[src/rtl/max_subset_sum_under_limit_assert.svh]
// assertion macros for the max subset sum block
// expects clk_i and rst_ni in the scope where a macro is used
`ifndef MAX_SUBSET_SUM_UNDER_LIMIT_ASSERT_SVH
`define MAX_SUBSET_SUM_UNDER_LIMIT_ASSERT_SVH

`ifndef SYNTHESIS
// same-cycle implication
`define MSS_ASSERT_IMP(label, ante, cons) \
  label: assert property (@(posedge clk_i) disable iff (!rst_ni) (ante) |-> (cons)) \
    else $error("assertion failed");
// next-cycle implication
`define MSS_ASSERT_NXT(label, ante, cons) \
  label: assert property (@(posedge clk_i) disable iff (!rst_ni) (ante) |=> (cons)) \
    else $error("assertion failed");
`else
`define MSS_ASSERT_IMP(label, ante, cons)
`define MSS_ASSERT_NXT(label, ante, cons)
`endif

`endif

[src/rtl/mssul_pkg.sv]
// shared types, sizes and helpers for the max subset sum block
// no dependencies
package mssul_pkg;

  localparam int MaxItems = 16;
  localparam int ValueW   = 32;
  localparam int SumW     = 36;
  localparam int IdxW     = $clog2(MaxItems);
  localparam int CntW     = $clog2(MaxItems + 1);

  typedef enum logic {
    StIdle,
    StSearch
  } state_e;

  // index of the lowest set bit, zero for an all-zero word
  function automatic logic [IdxW-1:0] lowest_set(input logic [MaxItems-1:0] w);
    logic [IdxW-1:0] idx;
    idx = '0;
    for (int i = MaxItems - 1; i >= 0; i--) begin
      if (w[i]) begin
        idx = IdxW'(i);
      end
    end
    return idx;
  endfunction

endpackage

[src/rtl/max_subset_sum_under_limit.sv]
// max subset sum under limit, top level
// depends on mssul_pkg and max_subset_sum_under_limit_assert.svh
`include "max_subset_sum_under_limit_assert.svh"

// Collects a set of unsigned values, one item per cycle while busy_o is low,
// and reports the largest subset sum that does not exceed target. A value
// above the target in force when it arrives is dropped; up to MaxItems (16)
// values are kept, and a further qualifying value sets the overflow flag.
// After the last item the block raises busy_o and walks all 2^n subsets of
// the n kept values in Gray code order: one shared 36-bit adder adds or
// removes a single value per cycle and one compare stage tracks the best
// sum; the result strobe result_valid_o comes in the cycle after the walk
// ends, for one cycle only, and the receiver must take it then since it
// cannot stall. busy_o is already low in that cycle, so the next set may
// start at once. The user must write the target register through target_we_i
// only while the block is idle; the block itself does not enforce this.
module max_subset_sum_under_limit
  import mssul_pkg::*;
(
  input  logic              clk_i,
  input  logic              rst_ni,
  // target register
  input  logic              target_we_i,
  input  logic [SumW-1:0]   target_i,
  // item in
  input  logic              start_i,
  output logic              busy_o,
  input  logic [ValueW-1:0] item_value_i,
  input  logic              last_item_i,
  // result out
  output logic              result_valid_o,
  output logic [SumW-1:0]   best_sum_o,
  output logic              overflow_o
);

  localparam logic [MaxItems-1:0] AllOnes = '1;

  state_e state_q, state_d;

  logic [SumW-1:0]     target_q;
  logic [ValueW-1:0]   store_q [MaxItems];
  logic [CntW-1:0]     kept_count_q;
  logic                overflow_seen_q;

  // subset walk
  logic [MaxItems-1:0] step_q;
  logic [MaxItems-1:0] mask_q;
  logic [SumW-1:0]     sum_q;
  logic [SumW-1:0]     best_q, best_d;

  logic                result_valid_q;
  logic                result_ovf_q;

  logic                accept;
  logic                keep_value;
  logic                store_full;
  logic [MaxItems-1:0] last_step;
  logic [MaxItems-1:0] step_next;
  logic [IdxW-1:0]     flip_idx;
  logic [SumW-1:0]     flip_val;
  logic [SumW-1:0]     sum_next;
  logic                walk_done;
  logic                hit;

  assign accept     = start_i && !busy_o;
  assign keep_value = {{(SumW-ValueW){1'b0}}, item_value_i} <= target_q;
  assign store_full = kept_count_q == CntW'(MaxItems);

  // final step of the walk has the low n bits set
  assign last_step = ~(AllOnes << kept_count_q);
  assign walk_done = step_q == last_step;

  // gray code: the bit that flips is the lowest set bit of the next step
  assign step_next = step_q + MaxItems'(1);
  assign flip_idx  = lowest_set(step_next);
  assign flip_val  = {{(SumW-ValueW){1'b0}}, store_q[flip_idx]};
  assign sum_next  = mask_q[flip_idx] ? sum_q - flip_val : sum_q + flip_val;

  // the current subset sum is judged from its register sum_q
  assign hit    = (sum_q <= target_q) && (sum_q > best_q);
  assign best_d = hit ? sum_q : best_q;

  // next state
  always_comb begin
    state_d = state_q;
    unique case (state_q)
      StIdle: begin
        if (accept && last_item_i) begin
          state_d = StSearch;
        end
      end
      StSearch: begin
        if (walk_done) begin
          state_d = StIdle;
        end
      end
      default: state_d = StIdle;
    endcase
  end

  // outputs
  always_comb begin
    busy_o = 1'b1;
    unique case (state_q)
      StIdle:   busy_o = 1'b0;
      StSearch: busy_o = 1'b1;
      default:  busy_o = 1'b1;
    endcase
  end

  assign result_valid_o = result_valid_q;
  assign best_sum_o     = best_q;
  assign overflow_o     = result_ovf_q;

  // value store, no reset
  always_ff @(posedge clk_i) begin
    if (accept && keep_value && !store_full) begin
      store_q[kept_count_q[IdxW-1:0]] <= item_value_i;
    end
  end

  always_ff @(posedge clk_i or negedge rst_ni) begin
    if (!rst_ni) begin
      state_q         <= StIdle;
      target_q        <= '0;
      kept_count_q    <= '0;
      overflow_seen_q <= 1'b0;
      step_q          <= '0;
      mask_q          <= '0;
      sum_q           <= '0;
      best_q          <= '0;
      result_valid_q  <= 1'b0;
      result_ovf_q    <= 1'b0;
    end else begin
      state_q        <= state_d;
      result_valid_q <= 1'b0;
      if (target_we_i) begin
        target_q <= target_i;
      end
      unique case (state_q)
        StIdle: begin
          if (accept) begin
            if (keep_value) begin
              if (store_full) begin
                overflow_seen_q <= 1'b1;
              end else begin
                kept_count_q <= kept_count_q + CntW'(1);
              end
            end
            if (last_item_i) begin
              // start the walk from the empty subset
              step_q <= '0;
              mask_q <= '0;
              sum_q  <= '0;
              best_q <= '0;
            end
          end
        end
        StSearch: begin
          best_q <= best_d;
          if (walk_done) begin
            result_valid_q  <= 1'b1;
            result_ovf_q    <= overflow_seen_q;
            overflow_seen_q <= 1'b0;
            kept_count_q    <= '0;
          end else begin
            step_q <= step_next;
            mask_q <= mask_q ^ (MaxItems'(1) << flip_idx);
            sum_q  <= sum_next;
          end
        end
        default: ;
      endcase
    end
  end

  `MSS_ASSERT_IMP(a_count_bound, 1'b1, kept_count_q <= CntW'(MaxItems))
  `MSS_ASSERT_IMP(a_mask_is_gray, state_q == StSearch, mask_q == (step_q ^ (step_q >> 1)))
  `MSS_ASSERT_NXT(a_done_strobes, state_q == StSearch && walk_done, result_valid_o && !busy_o)
  `MSS_ASSERT_NXT(a_strobe_single, result_valid_o, !result_valid_o)
  `MSS_ASSERT_NXT(a_clear_after_set, result_valid_o && !accept, kept_count_q == '0)

endmodule

[config.mk]
export PLATFORM = sky130hd
export DESIGN_NAME = max_subset_sum_under_limit
export DESIGN_NICKNAME = d
export VERILOG_FILES = /design/src/rtl/mssul_pkg.sv /design/src/rtl/max_subset_sum_under_limit.sv
export VERILOG_INCLUDE_DIRS = /design/src /design/src/rtl
export SDC_FILE = /design/constraint.sdc
export NUM_CORES = 1
export LEC_CHECK = 0
export ABC_AREA = 0
export BUFFER_PORTS_ARGS = -buffer_cell sky130_fd_sc_hd__buf_2
export CAP_MARGIN = 20
export CORE_UTILIZATION = 30
export CTS_BUF_LIST = sky130_fd_sc_hd__clkbuf_8
export CTS_CLUSTER_SIZE = 30
export DETAILED_ROUTE_END_ITERATION = 10
export PLACE_DENSITY = 0.48
export SYNTH_ARGS = -nofsm -noshare
export SYNTH_HDL_FRONTEND = slang
export SYNTH_SLANG_ARGS = --single-unit
[constraint.sdc]
create_clock -name clk_i -period 9.58 [get_ports clk_i]
set_clock_uncertainty 0.05 [all_clocks]
set_input_delay 1.916 -clock clk_i [delete_from_list [all_inputs] [get_ports clk_i]]
set_output_delay 1.916 -clock clk_i [all_outputs]
set_load 0.01 [all_outputs]
==> impl_metrics.tcl, run 1 <==
set metrics [dict create \
    cts_root_buffer "clkbuf_8" \
    nets 3124 \
    grt_usage_pct 20.0 \
    dp_hpwl_microns 73900 \
    critPathMaxFanout 22 \
    ys_types 92 \
    ys.flop_type "edfxtp_1" \
    fp.dieW_microns 333 \
    outcome "finished, final reports clean" \
    fin_crit_sh_pct 94.7 \
    switchingPower_mw 6.94 \
    grt_pass1_vias 23800 \
    rsz0062_at_grt "no" \
    dr.max_layer_used "met5" \
    wl_met3_microns 7170 \
    power_leakage_nw 14.6 \
    synthTopCellsByArea "edfxtp_1 (47%), dfrtp_1 (11%), ha_1 (5.6%)" \
    clock-sinks 661 \
    slew_violations 0 \
    r2r-start "step_q[1]" \
    core_region_area_sq_um 108000 \
    yosys.area.top_type "edfxtp_1" \
    hp-class "register to register" \
    ys_warn_count 0 \
    pre_cts_slack_ps 87.0 \
    cts_buffers 117 \
    grt_start_max_net_pins 92 \
    intPower_mw 8.27 \
    fmax_mhz 110 \
    cts_tree "yes" \
    arrival_ps 9730 \
    drt-met1-wl_microns 50900 \
    p_seq_share_pct 24.8 \
    grt_antenna_before_repair 13 \
    crit_start "step_q[1]" \
    routed-via-count 24000 \
    setup_slack_ps 512 \
    die-area_sq_um 111000 \
    clock_latency_ps 790 \
    gp_congestion 0.857 \
    htreeDepth 3 \
    p_clk_share_pct 17.6 \
    cp_data_required_time_ps 10240 \
    first_pass_iters 5 \
    avgViaCountPerCell 5.45 \
    max_stage_delay_ps 590 \
    syn_nets 2941 \
    synthToLayoutAreaGrowth_pct 15.5 \
    synth_top_area_share_pct 46.9 \
    io_pins 112 \
    worstMarginPinSlew_ps 1130 \
    powerDensity_nw_per_um2 402 \
    ir_worst_vdd_uv 204 \
    overflow 0 \
    grt_pass1_wl_microns 164000 \
    end_kind "register" \
    finalHoldViolCount 0 \
    syn-cell-area_sq_um 32800 \
    relSlewSlack_pct 23.8 \
    ant_nets 0 \
    finalWorstPathRequiredPeriod_ps 9070 \
    start_util_pct 30.4 \
    netlist_instances 2720 \
    ys_ff_latch 661 \
    hp-start "overflow_o" \
    crit_path_top_delay_cell "a21o_2" \
    seq_area_frac_synth_pct 58.3 \
    crit_type "register to register" \
    routed_wl_microns 113000 \
    syn_avg_cell_area_sq_um 12.0 \
    cap_violations 0 \
    synth-edff-count 512 \
    holdWs_ps 413 \
    remaining_drc_errors 0 \
    clock_path_buffers 3 \
    dpl.cell_count 4180 \
    cp-start-kind "register" \
    clk_pin_slew_ps 70 \
    ys_async_sr_fraction_pct 22.5 \
    wl_per_cell_microns 25.6 \
    switching_share_pct 45.6 \
    final-instance-count-excl-fill 4408 \
    drtIter0Drc 2177 \
    io_buffers 111 \
    row_count 120 \
    pwr-share-comb_pct 57.6 \
    route.met2.wl_microns 52400 \
    setup_tns_ps 0 \
    drive_above_1_share_pct 16.9 \
    fp.dieH_microns 333 \
    setup_viol 0 \
]
==> final cells by class <==
cell class | count | area [sq um]
fillers | 10400 | 69800
flip-flops and latches | 661 | 19100
multi-input cells | 1804 | 12800
well taps | 1403 | 1760
clock buffers | 122 | 1680
repair buffers | 215 | 1430
clock inverters | 96 | 674
inverters | 104 | 390
diodes | 3 | 7.51
==> state kept, by name, summed over array words and instances (netlist names) <==
register / count
best_sum_o: 36
kept_count_q: 5
mask_q: 16
overflow_o: 1
overflow_seen_q: 1
result_valid_o: 1
state_q: 1
step_q: 16
store_q: 512
sum_q: 36
target_q: 36
==> critical path: cells and delay by family, from the launching register on <==
family                     cells  cell delay, ps
buffers and inverters          3             860
AOI/OAI and AO/OA             16            3700
adders and majority gates      2             680
DFF                            1             570
xor gates and xnor gates       1             190
and+or+nand+nor               10            2890
==> per-stage QoR <==
step                      utilization (%)  power [mW]  area, sq um
after floorplan                         -        9.71        32800
after global placement               32.8        12.3        35300
after detailed placement             32.8        12.4        35400
after CTS                            35.0        15.2        37700
after global routing                 35.1        16.3        37800
final                                35.1        15.2        37800
==> cells in the mapped netlist, drive strengths merged (8+ instances only) <==
cell type	count
edfxtp	512
nand2	229
o21ai	198
dfrtp	149
ha	147
nor2	133
a21oi	130
mux2i	119
inv	103
clkbuf	81
nand3	79
buf	71
mux2	64
nor3	61
a21o	48
xnor2	48
a31oi	45
xor2	39
nand4	37
o211ai	33
o31ai	33
nand2b	25
a221oi	24
o22ai	23
a211oi	21
o2111ai	20
o221ai	20
nor2b	19
or3	18
nor4	16
and3	15
a211o	10
a221o	10
or2	10
o22a	8
o41ai	8
or4	8
==> power groups by stage <==
stage          Sequential (mW)  Clock, mW  Combinational, mW
5_1_grt                   3.81       2.87               9.61
6_report                  3.78       2.68               8.76
3_5_place_dp              3.83          0               8.61
3_3_place_gp              3.82          0               8.50
4_1_cts                   3.77       2.74               8.65
2_1_floorplan             3.68          0               6.02
==> repair_timing <==
action | 4_1_cts | 5_1_grt
buffers inserted | 0 | 6
hold buffers | 0 | 0
setup endpoints to repair | 0 | 4
gates resized for setup | 0 | 13
==> cells by family (layout without fill, tap and decap cells) <==
logic type | Yosys count | in the layout | share of synthesized area, %
buffers and inverters | 256 | 537 | 3.47
other | 0 | 3 | 0
XOR/XNOR | 87 | 87 | 2.33
AO/OA/AOI/OAI | 715 | 716 | 14.5
adder cells (fa/ha/maj) | 148 | 148 | 5.67
multiplexers | 183 | 183 | 5.83
flip-flops | 661 | 661 | 58.3
AND/OR/NAND/NOR | 670 | 670 | 9.87
==> metal layers <==
| layer | vias to the layer above | GRT usage, % |
|---|---|---|
| li1 | 10800 | - |
| met1 | 12100 | 27.5 |
| met2 | 883 | 32.5 |
| met3 | 190 | 3.49 |
| met4 | 12 | 5.11 |
| met5 | - | 0 |
==> cell usage in the layout (no fill, tap or decap), types with 48 or more instances in the layout <==
| master | instances |
|---|---|
| edfxtp_1 | 512 |
| nand2_1 | 228 |
| o21ai_0 | 189 |
| dfrtp_1 | 148 |
| ha_1 | 147 |
| inv_1 | 140 |
| a21oi_1 | 124 |
| clkbuf_8 | 122 |
| nor2_1 | 121 |
| mux2i_1 | 119 |
| buf_2 | 110 |
| buf_4 | 97 |
| nand3_1 | 78 |
| mux2_2 | 62 |
| nor3_1 | 52 |
| xnor2_1 | 48 |
==> worst paths after layout <==
path                             endpoint  slack, ps  cells after the start
max in group asynchronous       step_q[0]       6900                      2
hold reg to reg                overflow_o        410                      2
setup reg to reg                sum_q[35]        510                     32
hold / removal                 overflow_o        410                      2
min in group asynchronous  best_sum_o[33]       1140                      1
setup / recovery                sum_q[35]        510                     32
No activity file was read; power rests on OpenSTA's default activity.
==> run 2: changes to the inputs <==
--- a/config.mk
+++ b/config.mk
@@ -9,11 +9,11 @@
 export ABC_AREA = 0
 export BUFFER_PORTS_ARGS = -buffer_cell sky130_fd_sc_hd__buf_2
 export CAP_MARGIN = 20
-export CORE_UTILIZATION = 30
+export CORE_UTILIZATION = 58
 export CTS_BUF_LIST = sky130_fd_sc_hd__clkbuf_8
 export CTS_CLUSTER_SIZE = 30
 export DETAILED_ROUTE_END_ITERATION = 10
-export PLACE_DENSITY = 0.48
+export PLACE_DENSITY = 0.79
 export SYNTH_ARGS = -nofsm -noshare
 export SYNTH_HDL_FRONTEND = slang
 export SYNTH_SLANG_ARGS = --single-unit
==> run 2 against run 1 <==
Compared with the run above:
- worst setup slack better by 23 ps
- first-iteration DRC count is 54% higher
- fmax is 0.26% higher
- routed wire length is 13% lower
- worst hold slack better by 11 ps
- critical endpoint unchanged
- largest power group unchanged
==> impl_metrics.tcl, run 2 (synthesis results as in run 1) <==
set metrics [dict create \
    outcome "finished, final reports clean" \
    ant_nets 0 \
    relSlewSlack_pct 25.7 \
    routed_wl_microns 98900 \
    reg2reg_to "sum_q[35]" \
    start_util_pct 59.1 \
    critPathMaxFanout 28 \
    largest_reg_flops 512 \
    rr_worst_depth 30 \
    htreeDepth 3 \
    fp.dieW_microns 240 \
    cts_buffers 103 \
    setup_tns_ps 0 \
    row_count 86 \
    remaining_drc_errors 0 \
    die-area_sq_um 57500 \
    ir_worst_vdd_uv 315 \
    cts_root_buffer "clkbuf_8" \
    max_stage_delay_ps 770 \
    overflow 0 \
    dpl.cell_count 3506 \
    power_leakage_nw 14.3 \
    gp_congestion 0.986 \
    worstMarginPinSlew_ps 1110 \
    nets 3094 \
    fin_area_sq_um 36500 \
    finalWorstPathRequiredPeriod_ps 9050 \
    crit_path_top_delay_cell "a2111oi_2" \
    wl_per_cell_microns 26.7 \
    clk_pin_slew_ps 60 \
    n_fill_cell 4047 \
    cp-start-kind "register" \
    grt_pass1_wl_microns 147000 \
    fp.dieH_microns 240 \
    crit_top_cell "buf_4" \
    cap_violations 0 \
    setup_viol 0 \
    grt_antenna_before_repair 6 \
    synthToLayoutAreaGrowth_pct 11.3 \
    arrival_ps 9640 \
    clock_latency_ps 740 \
    final-instance-count-excl-fill 3709 \
    cp_top_family "compound AO/OA/AOI/OAI gates" \
    hold_path_end "overflow_o" \
    grt_usage_pct 34.5 \
    design_power_total_mw 14.6 \
    first_pass_iters 8 \
    clock-sinks 661 \
    dpl_cell_area_sq_um 34300 \
    io_pins 112 \
    cp.depth 30 \
    hp-class "register to register" \
    powerDensity_nw_per_um2 400 \
    final_cell_mix "edfxtp_1 (512), nand2_1 (228), o21ai_0 (189)" \
    fin_crit_sh_pct 94.4 \
    cp_num_buf_inv 4 \
    final_common_cell "edfxtp_1" \
    avgViaCountPerCell 6.73 \
    regToRegSetupSlack_ps 530 \
    dp_hpwl_microns 64600 \
    grt_start_max_net_pins 108 \
    crit_type "register to register" \
    io_buffers 111 \
    r2r-start "step_q[1]" \
    core_region_area_sq_um 55400 \
    routed-via-count 25000 \
    hold_depth 2 \
    drive_above_1_share_pct 16.0 \
    slew_violations 0 \
    cp_data_required_time_ps 10180 \
    grt_pass1_vias 24200 \
    clock_path_buffers 3 \
    drtIter0Drc 3358 \
    end_kind "register" \
    hp-start "overflow_o" \
    cts_tree "yes" \
    fmax_mhz 111 \
    finalHoldViolCount 0 \
    rsz0062_at_grt "no" \
]
-- run 2: cell count changes in the layout (fill, tap and decap cells not counted), moves of 3 or more --
| cell | change |
|---|---|
| inv_8 | +3 |
| bufinv_16 | -6 |
| clkbuf_8 | -11 |
| clkinv_2 | -3 |
| buf_12 | -4 |
| diode_2 | +3 |
| buf_4 | -15 |
| clkinv_1 | -8 |
-- run 2: worst max-delay path by stage --
stage,startpoint,slack [ps],endpoint
detailed placement,step_q[1],480,sum_q[35]
global route,step_q[1],10,sum_q[35]
floorplan,item_value_i[5],2080,store_q[15][0]
CTS,step_q[1],430,sum_q[35]
finish,step_q[1],530,sum_q[35]
global placement,step_q[1],700,sum_q[35]
-- run 2: report_power, final --
group	internal, mW	total [mW]	switching [mW]
registers	3.44	3.76	0.325
clock network	1.16	2.30	1.14
logic	3.32	8.55	5.23
total	7.91	14.6	6.70
-- run 2: timing repair --
item	4_1_cts	5_1_grt
hold buffers	0	0
gates resized for setup	0	17
buffers inserted	0	7
setup endpoints to repair	0	3
-- run 2: per-layer routing --
metal	track usage (%)	wire length, microns
met5	0	11
met4	20.2	5740
met3	7.49	11800
met2	52.6	44400
met1	45.5	37000
-- run 2: tightest hold or removal path, cell delays in order, from the launching register on --
cell     delay (ps)
dfrtp_1         340
nand2_1          50
nand2_1          50
-- run 2: metrics by stage --
step	hold WS, ps	util [%]	setup slack (ps)
global route	470	65.8	10.6
floorplan	396	-	2080
CTS	435	65.5	432
global placement	399	61.9	704
finish	424	65.8	535
detailed placement	415	62.0	476
-- run 2: final cells by class --
cell class	instances	area [sq um]	area share, %
clock inverters	76	433	1.19
multi-input cells	1805	12800	35.1
well taps	748	936	2.57
diodes	6	15.0	0.0412
repair buffers	198	1280	3.50
flip-flops and latches	661	19100	52.4
clock buffers	111	1530	4.19
inverters	104	390	1.07
